## config.mk

```make
export PLATFORM = sky130hd
export DESIGN_NAME = least_loaded_dispatcher
export DESIGN_NICKNAME = d
export VERILOG_FILES = /design/src/design/lld_pkg.sv /design/src/design/lld_load_mem.sv /design/src/design/lld_seq.sv /design/src/design/least_loaded_dispatcher.sv
export VERILOG_INCLUDE_DIRS = /design/src /design/src/design
export SDC_FILE = /design/constraint.sdc
export NUM_CORES = 1
export LEC_CHECK = 0
export ABC_AREA = 1
export BUFFER_PORTS_ARGS = -buffer_cell sky130_fd_sc_hd__clkbuf_2
export CORE_MARGIN = 2
export CORE_UTILIZATION = 48
export DETAILED_ROUTE_END_ITERATION = 12
export MAX_ROUTING_LAYER = met4
export PLACE_DENSITY = 0.68
export SYNTH_ARGS = -nofsm -noshare
export SYNTH_HDL_FRONTEND = slang
export SYNTH_HIERARCHICAL = 1
export SYNTH_SLANG_ARGS = --single-unit
```

## constraint.sdc

```tcl
create_clock -name clk -period 5.4 [get_ports clk]
set_input_delay 0.27 -clock clk [delete_from_list [all_inputs] [get_ports clk]]
set_output_delay 0.27 -clock clk [all_outputs]
set_load 0.1 [all_outputs]
```

## src/design/least_loaded_dispatcher_macros.svh

```systemverilog
// Assertion macros shared by the least-loaded dispatcher RTL.
// Depends on nothing; included by the files that carry assertions.
`ifndef LEAST_LOADED_DISPATCHER_MACROS_SVH
`define LEAST_LOADED_DISPATCHER_MACROS_SVH

// The consequent must hold in the same cycle as the antecedent.
`define LLD_ASSERT_SAME(lbl, clk, rst_n, ante, cons) \
	lbl: assert property (@(posedge clk) disable iff (!rst_n) (ante) |-> (cons)) \
		else $error("lld check failed: same-cycle implication");

// The consequent must hold in the cycle after the antecedent.
`define LLD_ASSERT_NEXT(lbl, clk, rst_n, ante, cons) \
	lbl: assert property (@(posedge clk) disable iff (!rst_n) (ante) |=> (cons)) \
		else $error("lld check failed: next-cycle implication");

`endif

```

## src/design/lld_pkg.sv

```systemverilog
// Shared types and constants of the least-loaded dispatcher.
// Used by lld_load_mem, lld_seq and least_loaded_dispatcher; depends on nothing.
`default_nettype none

package lld_pkg;

	localparam int LOAD_W = 32;
	localparam int ID_W = 16;
	localparam int SIZE_W = 16;
	localparam int SEL_W = 3;
	localparam int CNT_W = 4;

	localparam logic [CNT_W-1:0] ACTIVE_RESET = 4'd8;

	// tdata layouts, padded to whole bytes.
	localparam int IN_TDATA_W = 40;
	localparam int OUT_TDATA_W = 56;

	localparam logic ACT_ASSIGN = 1'b0;
	localparam logic ACT_READ = 1'b1;

	typedef struct packed {
		logic rd_en;
		logic wr_en;
	} mem_ctrl_t;

	typedef struct packed {
		logic [SEL_W-1:0]  worker_index;
		logic [ID_W-1:0]   job_echo;
		logic [LOAD_W-1:0] worker_load;
		logic              saturated;
	} res_t;

endpackage

`default_nettype wire

```

## src/design/lld_load_mem.sv

```systemverilog
// Per-worker load store: one write and one registered read port a cycle.
// Entries read as zero until first written. Depends on lld_pkg.
`default_nettype none

module lld_load_mem #(
	parameter int DEPTH = 8,
	parameter int AW = 3
) (
	input  wire                       clk,
	input  wire                       arst_n,
	input  lld_pkg::mem_ctrl_t        ctrl,
	input  wire  [AW-1:0]             rd_addr,
	output logic [lld_pkg::LOAD_W-1:0] rd_data,
	input  wire  [AW-1:0]             wr_addr,
	input  wire  [lld_pkg::LOAD_W-1:0] wr_data
);
	import lld_pkg::*;

	logic [LOAD_W-1:0] mem_q [DEPTH];
	logic [DEPTH-1:0]  valid_q;
	logic [LOAD_W-1:0] rd_data_q;

	always_ff @(posedge clk or negedge arst_n) begin
		if (!arst_n) begin
			valid_q <= '0;
		end else if (ctrl.wr_en) begin
			valid_q[wr_addr] <= 1'b1;
		end
	end

	always_ff @(posedge clk) begin
		if (ctrl.wr_en) begin
			mem_q[wr_addr] <= wr_data;
		end
	end

	// An entry never written since reset reads as a zero load.
	always_ff @(posedge clk) begin
		if (ctrl.rd_en) begin
			rd_data_q <= valid_q[rd_addr] ? mem_q[rd_addr] : '0;
		end
	end

	assign rd_data = rd_data_q;

endmodule

`default_nettype wire

```

## src/design/lld_seq.sv

```systemverilog
// Sequencer of the dispatcher: an assign walks the loads through one shared comparator,
// then adds the job size with saturation; a read returns one load. Depends on lld_pkg.
`default_nettype none

module lld_seq #(
	parameter int MAX_WORKERS = 8,
	parameter int AW = 3
) (
	input  wire                        clk,
	input  wire                        arst_n,
	input  wire                        in_valid,
	output logic                       in_ready,
	input  wire                        in_action,
	input  wire  [lld_pkg::ID_W-1:0]   in_job_id,
	input  wire  [lld_pkg::SIZE_W-1:0] in_job_size,
	input  wire  [lld_pkg::SEL_W-1:0]  in_sel,
	input  wire  [lld_pkg::CNT_W-1:0]  active_workers,
	output lld_pkg::mem_ctrl_t         mem_ctrl,
	output logic [AW-1:0]              mem_rd_addr,
	input  wire  [lld_pkg::LOAD_W-1:0] mem_rd_data,
	output logic [AW-1:0]              mem_wr_addr,
	output logic [lld_pkg::LOAD_W-1:0] mem_wr_data,
	output logic                       res_valid,
	input  wire                        res_ready,
	output lld_pkg::res_t              res
);
	import lld_pkg::*;

	typedef enum logic [3:0] {
		S_IDLE   = 4'b0001,
		S_SCAN   = 4'b0010,
		S_UPDATE = 4'b0100,
		S_RDRES  = 4'b1000
	} state_t;

	state_t            state_q;
	logic [ID_W-1:0]   id_q;
	logic [SIZE_W-1:0] size_q;
	logic [SEL_W-1:0]  sel_q;
	logic              sel_ok_q;
	logic [AW-1:0]     last_idx_q;
	logic [AW-1:0]     cmp_idx_q;
	logic [AW-1:0]     best_idx_q;
	logic [LOAD_W-1:0] best_load_q;

	logic              sel_ok;
	logic [AW-1:0]     last_idx;
	logic              take;
	logic [LOAD_W:0]   sum;
	logic              clip;
	logic [LOAD_W-1:0] new_load;

	// Zero active workers counts as one; a count beyond the store is clipped.
	always_comb begin
		if (active_workers == '0) begin
			last_idx = '0;
		end else if (32'(active_workers) > MAX_WORKERS) begin
			last_idx = AW'(MAX_WORKERS - 1);
		end else begin
			last_idx = AW'(active_workers - 4'd1);
		end
	end

	assign sel_ok = 32'(in_sel) < MAX_WORKERS;
	assign in_ready = (state_q == S_IDLE);

	// Shared comparator: the first entry always wins, later ones only if smaller,
	// so a tie keeps the lowest index.
	assign take = (cmp_idx_q == '0) || (mem_rd_data < best_load_q);

	assign sum = {1'b0, best_load_q} + {{(LOAD_W + 1 - SIZE_W){1'b0}}, size_q};
	assign clip = sum[LOAD_W];
	assign new_load = clip ? '1 : sum[LOAD_W-1:0];

	always_comb begin
		mem_ctrl = '0;
		mem_rd_addr = cmp_idx_q + AW'(1);
		mem_wr_addr = best_idx_q;
		mem_wr_data = new_load;
		res_valid = 1'b0;
		res.worker_index = SEL_W'(best_idx_q);
		res.job_echo = id_q;
		res.worker_load = new_load;
		res.saturated = clip;
		unique case (state_q)
			S_IDLE: begin
				if (in_valid) begin
					if (in_action == ACT_ASSIGN) begin
						mem_ctrl.rd_en = 1'b1;
						mem_rd_addr = '0;
					end else begin
						mem_ctrl.rd_en = sel_ok;
						mem_rd_addr = AW'(in_sel);
					end
				end
			end
			S_SCAN: begin
				mem_ctrl.rd_en = (cmp_idx_q != last_idx_q);
			end
			S_UPDATE: begin
				res_valid = 1'b1;
				mem_ctrl.wr_en = res_ready;
			end
			S_RDRES: begin
				res_valid = 1'b1;
				res.worker_index = sel_q;
				res.job_echo = '0;
				res.worker_load = sel_ok_q ? mem_rd_data : '0;
				res.saturated = 1'b0;
			end
			default: begin
				res_valid = 1'b0;
			end
		endcase
	end

	always_ff @(posedge clk or negedge arst_n) begin
		if (!arst_n) begin
			state_q <= S_IDLE;
		end else begin
			unique case (state_q)
				S_IDLE: begin
					if (in_valid) begin
						state_q <= (in_action == ACT_READ) ? S_RDRES : S_SCAN;
					end
				end
				S_SCAN: begin
					if (cmp_idx_q == last_idx_q) begin
						state_q <= S_UPDATE;
					end
				end
				S_UPDATE, S_RDRES: begin
					if (res_ready) begin
						state_q <= S_IDLE;
					end
				end
				default: begin
					state_q <= S_IDLE;
				end
			endcase
		end
	end

	always_ff @(posedge clk) begin
		if (state_q == S_IDLE) begin
			if (in_valid) begin
				id_q <= in_job_id;
				size_q <= in_job_size;
				sel_q <= in_sel;
				sel_ok_q <= sel_ok;
				last_idx_q <= last_idx;
				cmp_idx_q <= '0;
			end
		end else if (state_q == S_SCAN) begin
			if (take) begin
				best_idx_q <= cmp_idx_q;
				best_load_q <= mem_rd_data;
			end
			if (cmp_idx_q != last_idx_q) begin
				cmp_idx_q <= cmp_idx_q + AW'(1);
			end
		end
	end

endmodule

`default_nettype wire

```

## src/design/least_loaded_dispatcher.sv

```systemverilog
// Least-loaded job dispatcher: top level with the configuration register and
// the result register. Depends on lld_pkg, lld_load_mem, lld_seq and the macro header.
//
// Usage:
// Input transactions arrive on s_axis_*. tuser carries the action (0 assigns a
// job, 1 reads one worker's load); tdata carries job_id, job_size and
// worker_select. Each input transaction yields exactly one result transaction on
// m_axis_*, giving the worker index, the echoed job id, the worker's load
// and a saturation flag.
// An assign transaction scans N stored loads before its result, where N is
// the effective number of active workers: the sequencer reads one stored load
// per cycle into a single shared comparator. A read transaction reads a single
// stored load. The input is not ready while a transaction is in progress, so a
// new input transaction is accepted only once the last one has left the sequencer.
// The result sits in an output register, so the next input can be accepted
// while a result waits; if the receiver stalls, the sequencer holds its finished
// result (and the load write-back) until the register frees up.
// Reset clears every worker load to zero at once, sets active_workers to 8 and
// empties the result register. The active worker count is written through
// cfg_wr_en and cfg_wr_data; the user must write it only while the block is idle, which the block does not enforce.
`default_nettype none

`include "least_loaded_dispatcher_macros.svh"

module least_loaded_dispatcher #(
	parameter int MAX_WORKERS = 8
) (
	input  wire                                 clk,
	input  wire                                 arst_n,
	input  wire                                 cfg_wr_en,
	input  wire  [lld_pkg::CNT_W-1:0]           cfg_wr_data,
	input  wire                                 s_axis_tvalid,
	output logic                                s_axis_tready,
	// [15:0] job_id, [31:16] job_size, [34:32] worker_select, rest zero
	input  wire  [lld_pkg::IN_TDATA_W-1:0]      s_axis_tdata,
	// [0] action
	input  wire  [0:0]                          s_axis_tuser,
	output logic                                m_axis_tvalid,
	input  wire                                 m_axis_tready,
	// [2:0] worker_index, [18:3] job_echo, [50:19] worker_load, rest zero
	output logic [lld_pkg::OUT_TDATA_W-1:0]     m_axis_tdata,
	// [0] saturated
	output logic [0:0]                          m_axis_tuser
);
	import lld_pkg::*;

	localparam int AW = $clog2(MAX_WORKERS);

	logic [CNT_W-1:0]  active_q;
	logic              out_valid_q;
	res_t              out_res_q;

	mem_ctrl_t         mem_ctrl;
	logic [AW-1:0]     mem_rd_addr;
	logic [LOAD_W-1:0] mem_rd_data;
	logic [AW-1:0]     mem_wr_addr;
	logic [LOAD_W-1:0] mem_wr_data;
	logic              res_valid;
	logic              res_ready;
	res_t              res;

	always_ff @(posedge clk or negedge arst_n) begin
		if (!arst_n) begin
			active_q <= ACTIVE_RESET;
		end else if (cfg_wr_en) begin
			active_q <= cfg_wr_data;
		end
	end

	lld_load_mem #(
		.DEPTH(MAX_WORKERS),
		.AW(AW)
	) u_mem (
		.clk(clk),
		.arst_n(arst_n),
		.ctrl(mem_ctrl),
		.rd_addr(mem_rd_addr),
		.rd_data(mem_rd_data),
		.wr_addr(mem_wr_addr),
		.wr_data(mem_wr_data)
	);

	lld_seq #(
		.MAX_WORKERS(MAX_WORKERS),
		.AW(AW)
	) u_seq (
		.clk(clk),
		.arst_n(arst_n),
		.in_valid(s_axis_tvalid),
		.in_ready(s_axis_tready),
		.in_action(s_axis_tuser[0]),
		.in_job_id(s_axis_tdata[15:0]),
		.in_job_size(s_axis_tdata[31:16]),
		.in_sel(s_axis_tdata[34:32]),
		.active_workers(active_q),
		.mem_ctrl(mem_ctrl),
		.mem_rd_addr(mem_rd_addr),
		.mem_rd_data(mem_rd_data),
		.mem_wr_addr(mem_wr_addr),
		.mem_wr_data(mem_wr_data),
		.res_valid(res_valid),
		.res_ready(res_ready),
		.res(res)
	);

	// The result register takes a new result when empty or being emptied.
	assign res_ready = !out_valid_q || m_axis_tready;

	always_ff @(posedge clk or negedge arst_n) begin
		if (!arst_n) begin
			out_valid_q <= 1'b0;
		end else if (res_valid && res_ready) begin
			out_valid_q <= 1'b1;
		end else if (m_axis_tready) begin
			out_valid_q <= 1'b0;
		end
	end

	always_ff @(posedge clk) begin
		if (res_valid && res_ready) begin
			out_res_q <= res;
		end
	end

	assign m_axis_tvalid = out_valid_q;
	assign m_axis_tdata = {
		{(OUT_TDATA_W - SEL_W - ID_W - LOAD_W){1'b0}},
		out_res_q.worker_load,
		out_res_q.job_echo,
		out_res_q.worker_index
	};
	assign m_axis_tuser = out_res_q.saturated;

	`LLD_ASSERT_SAME(a_wr_only_on_handover, clk, arst_n, mem_ctrl.wr_en, res_valid && res_ready)
	`LLD_ASSERT_SAME(a_no_rd_wr_clash, clk, arst_n, mem_ctrl.rd_en, !mem_ctrl.wr_en)
	`LLD_ASSERT_NEXT(a_busy_after_accept, clk, arst_n, s_axis_tvalid && s_axis_tready, !s_axis_tready)
	`LLD_ASSERT_SAME(a_sat_at_max, clk, arst_n, m_axis_tvalid && m_axis_tuser[0], m_axis_tdata[50:19] == 32'hFFFF_FFFF)

endmodule

`default_nettype wire

```

Word-level counts from Yosys, hierarchy flattened
Memory sizes are Yosys's and may differ from the RTL's. A register that Yosys moved wholly into a read port is not among the register bits.
Cells that the tools add are included.
Storage, ports and cells
  register bits: 145
  bits in writable memories: 256
  word-level logic and storage cells: 78
  memories kept: 1
Operators by class
  $add $sub $neg: 3
  order comparisons: 5
  eq/ne operators: 9
  muxes and demuxes: 27
  bitwise logic cells: 2
  reductions and logical operators: 16
Memory list
  u_mem.mem_q: depth 8, bits a word 32, rd ports 1, clocked after Yosys merged registers in 1, write ports 1, RTL line lld_load_mem.sv:19  | logic [LOAD_W-1:0] mem_q [DEPTH];
Operators by type and width (count)
  $mux 52: 1
  $add 32x16->33: 1
  $lt 32x32->1: 1
  $mux 32: 1
  $mux 3: 8
  $mux 4: 4
  $pmux 4 s3: 1
  $mux 1: 9
  $reduce_and 3->1: 3
  $lt 3x4->1 const B: 2
  $or 8x8->8: 1
  $reduce_bool 2->1: 3
  $eq 4x1->1 const B: 1
  $eq 4x2->1 const B: 1
  $eq 4x3->1 const B: 1
  $eq 4x4->1 const B: 1
  $gt 4x4->1 const B: 1
  $logic_not 4->1: 1
  $ne 2x1->1 const B: 2
  $add 3x1->3 const B: 1
  $bmux 1 s3: 1
  $demux 1 s3: 1
  $eq 3x3->1: 1
  $ge 3x1->1 const B: 1
  other kinds (11): 14

Logic depth before layout (Yosys ltp)
  depth in word-level cells: 6
  gate-level depth with buffers: 18
  depth with buffers taken out: 15

Hierarchy
The synthesis kept the hierarchy.
Modules (own cells, without submodules)
  lld_load_mem: times used 1, cells each 1266, area an instance 12824.8 sq um, sequential area each 8848.5 sq um
  lld_seq: times used 1, cells each 783, area an instance 6004.5 sq um, sequential area each 2383.5 sq um
  least_loaded_dispatcher: times used 1, cells each 80, area an instance 1799.2 sq um, sequential area each 1687.9 sq um

Worst setup path before layout
No wires, ideal clock.
  path kind: flip-flop to flip-flop
  from: reg u_seq.state_q[0]
  to: reg u_mem.rd_data_q[24] (netlist: u_mem/rd_data[24]), read port of u_mem.mem_q, data pin
  setup time: 249 ps
  arrival: 3969 ps
  required time: 5151 ps
  path slack: 1182 ps
  cell stages (with the launch flop): 17
  path buffers: 3
  path through: dfstp_2 inv_1 nor3_2 inv_1 nor2_4 o21ai_0 buf_6 inv_4 buf_6 buf_6 nand2_1 nand3_1 nand2_1 nand2_1 nand2_1 nand2_1 inv_1
Between the ends
  longest elaborated chain between the ends: 5
  elaborated cells between the ends (all ways): 7
Ends and longest elaborated chain
  start: declaration: RTL line lld_seq.sv:36  | state_t state_q;
  start signal: assignment: RTL line lld_seq.sv:124  | state_q <= (in_action == ACT_READ) ? S_RDRES : S_SCAN;
  $eq 4x1->1 (*)
  via s_axis_tready: RTL line least_loaded_dispatcher.sv:33  | output logic s_axis_tready,
  $mux 3 (*): RTL line lld_seq.sv:85  | unique case (state_q)
  via mem_rd_addr[0]: RTL line least_loaded_dispatcher.sv:54  | logic [AW-1:0] mem_rd_addr;
  $bmux 1 s3: RTL line lld_load_mem.sv:40  | rd_data_q <= valid_q[rd_addr] ? mem_q[rd_addr] : '0;
  $mux 1 (implied by the code): RTL line lld_load_mem.sv:40
  $logic_not 1->1 (no source line)
  end: declaration: RTL line lld_load_mem.sv:21  | logic [LOAD_W-1:0] rd_data_q;
The timed path passes the listed nets; every way through them passes the cells marked *. The select of a mux whose other input is x is not followed.
A chain may end at the register's enable or synchronous reset.

Final worst setup path
  from: reg u_seq.state_q[0]
  to: reg u_mem.rd_data_q[13] (netlist: u_mem/rd_data[13]), read port of u_mem.mem_q, data pin
Between the ends
  longest elaborated chain between the ends: 5
  elaborated cells between the ends (all ways): 7
Ends and longest elaborated chain (RTL line)
  $eq 4x1->1 (*): lld_seq.sv:85
  $mux 3 (*): lld_seq.sv:85
  via mem_rd_addr[0]: least_loaded_dispatcher.sv:54
  $bmux 1 s3: lld_load_mem.sv:40
  $mux 1 (implied by the code): lld_load_mem.sv:40
  $logic_not 1->1 (no source line)
Marked as above.

==> impl_metrics.tcl <==
set metrics [dict create \
    drt_iter0_markers 1257 \
    overflow 0 \
    wl_met1_um 20600 \
    setup_tns_ns 0 \
    cts_buffer_depth 3 \
    portBuffers 98 \
    synth-main-ff-cell "edfxtp_1" \
    worst_slew_pin_slew_ns 1.29 \
    synth-edff-count 416 \
    peakVddDrop_v 0.000542 \
    grt_usage_pct 22.2 \
    hold_viol_final 0 \
    finalNonFillerCells 2848 \
    root_buffer "clkbuf_16" \
    cts_made_buffers 43 \
    fin_nets 2374 \
    syn_avg_cell_area_sq_um 9.69 \
    dr.pass1.iters 5 \
    cp_slowest_cell "buf_4" \
    worst_slack_ns 1.28 \
    final_common_cell "nand2_1" \
    max_stage_delay_ns 0.78 \
    antenna_found_initial 0 \
    drv_cap 0 \
    grt_pass1_vias 13900 \
    cp.required_ns 5.70 \
    post_drt_wl_per_cell_um 16.6 \
    core.rowCount 75 \
    antenna_left 0 \
    grt_max_degree 86 \
    rsz0062_at_grt "no" \
    die_width_um 211 \
    dp_hpwl_um 29700 \
    p_leak_nw 11.1 \
    htreeDepth 2 \
    reg2reg_to "u_mem/rd_data[13]" \
    area_growth_pct 13.7 \
    worst_setup_path_start_kind "flip-flop" \
    clk_latency_ns 0.56 \
    synth.yosys.seq_area_share_pct 62.6 \
    slew-limit-headroom_pct 12.8 \
    syn_inst 2129 \
    fin_crit_ns 4.12 \
    post-route-cell-area_sq_um 23500 \
    fmax_ghz 0.243 \
    outcome "finished, final reports clean" \
    postPlaceCellArea_sq_um 21600 \
    drc 0 \
    vias_per_cell 5.04 \
    initial_core_util_pct 48.9 \
    cellPowerDensity_nw_per_um2 567 \
    hold_ws_ns 0.0483 \
    wl_met3_um 2750 \
    fin_crit_sh_pct 76.4 \
    critPathBufInv 6 \
    die_y_um 211 \
    cp.depth 15 \
    hp-class "in2reg" \
    cp_max_fo 84 \
    critical_path_arrival_ns 4.42 \
    die-area_sq_um 44600 \
    critical_path.startpoint "u_seq/state_q[0]" \
    clkTransAtPathRegs_ns 0.06 \
    finalSetupViolations 0 \
    synth.cell_area_sq_um 20600 \
    clock-sinks 433 \
    grt_pass1_wl_um 74200 \
    crit_top_cell "nand2_1" \
    ctsResizeCount 0 \
    wl_met2_um 23100 \
    async_flop_share_pct 3.93 \
    via_count 14400 \
    endpoint "u_mem/rd_data[13]" \
    rrSetupSlack_ns 1.28 \
    cts_tree "yes" \
    io_pins 109 \
    dp_slack_ns 1.30 \
    dpl.cell_count 2720 \
    mostFrequentLayoutCells "748 x nand2_1, 438 x inv_1, 416 x edfxtp_1, 163 x nand3_1, 98 x clkbuf_2" \
    path_class "reg2reg" \
    worst_r2r_path_depth 15 \
    cp_cell_sequence "inv_1 > nor3_2 > inv_1 > nor2_4 > buf_4 > o21ai_4 > inv_4 > buf_4 > nand2_1 > nand3_1 > nand2_1 > nand2_1 > nand2_1 > nand2_1 > inv_1" \
    yosys_register_bits 433 \
    highest_layer "met4" \
    critPathTopFamily "buffers and inverters" \
    postCtsSetupBuffers 0 \
    fin_skew_ns 0.0265 \
    wl_um 47400 \
    yosysWarningCount 6 \
    r2r-start "u_seq/state_q[0]" \
    crit_path_end_kind "flip-flop" \
    drive_gt1_share_pct 10.5 \
    place_congestion 0.901 \
    final_max_slew_viol_count 0 \
    core_area_sq_um 42200 \
    synth_cell_types 46 \
]
==> repair_timing <==
item                                    CTS  global route
hold buffers                             47             0
endpoints found under the setup margin    0             0
hold endpoints to repair                 57             0
==> power by group <==
group,switching [mW],total (mW),internal [mW]
logic,4.11,5.52,1.41
clock network,1.26,2.92,1.66
registers,0.259,4.85,4.59
total,5.63,13.3,7.66
==> sequential cells by signal (all words and copies together), names as in the netlist <==
register / flops
u_seq/cmp_idx_q: 3
u_seq/size_q: 16
m_axis_tdata: 51
m_axis_tuser: 1
u_seq/mem_wr_addr: 3
u_seq/sel_q: 3
m_axis_tvalid: 1
u_mem/mem_q: 256
u_mem/valid_q: 8
u_seq/best_load_q: 32
u_seq/state_q: 4
active_q: 4
u_mem/rd_data: 32
u_seq/id_q: 16
u_seq/last_idx_q: 3
==> metrics by stage <==
step | total power [mW] | util (%)
2_1_floorplan | 8.98 | -
3_3_place_gp | 10.3 | 51.2
3_5_place_dp | 10.4 | 51.2
4_1_cts | 13.4 | 55.5
5_1_grt | 14.1 | 55.5
6_report | 13.3 | 55.5
==> synthesized netlist by cell type (all sizes together), types with 3 or more instances <==
cell,instances,share of area (%)
nand2,753,14
nand3,183,5.0
xnor2,5,0.21
ha,50,3.0
or2,5,0.15
o21ai,24,0.58
edfxtp,416,61
a21oi,25,0.62
dfrtp,15,1.8
clkbuf,11,0.20
nor2,77,1.5
nor3,12,0.36
nand4,11,0.33
xor2,10,0.42
o21bai,3,0.11
buf,59,2.1
a31oi,8,0.24
inv,446,8.1
==> cell type report <==
| type | count | area [sq um] |
|---|---|---|
| Fill cell | 3625 | 18800 |
| Sequential cell | 433 | 12900 |
| Multi-Input combinational cell | 1183 | 5690 |
| Inverter | 447 | 1680 |
| Clock buffer | 52 | 1180 |
| Timing Repair Buffer | 165 | 1110 |
| Tap cell | 539 | 674 |
| Clock inverter | 28 | 198 |
| Antenna cell | 1 | 2.50 |
==> how the worst min path moves through the flow <==
stage	start	end	slack [ns]	depth (start not counted)
floorplan	arst_n	active_q[0]	-0.03	0
global placement	arst_n	active_q[0]	0.24	1
detailed placement	arst_n	active_q[0]	0.25	1
CTS	cfg_wr_en	active_q[0]	0.02	2
global route	cfg_wr_en	active_q[0]	0.07	2
finish	cfg_wr_en	active_q[0]	0.05	2
==> cell families (layout without fill, tap and decap cells) <==
logic type,Yosys count,count (layout),share of synthesized area (%)
AOI/OAI and AO/OA,66,66,1.77
xor gates and xnor gates,15,15,0.637
adders and majority gates,51,51,3.13
buffers and inverters,517,692,10.4
DFF,433,433,62.6
other,1,6,0.0182
and+or+nand+nor,1046,1046,21.4
==> routing by layer <==
metal,track usage [%],vias to the layer above
met5,-,-
li1,-,6991
met1,29.3,6891
met3,2.85,66
met4,5.49,0
met2,36.6,402
(Power assumes the default switching activity.)
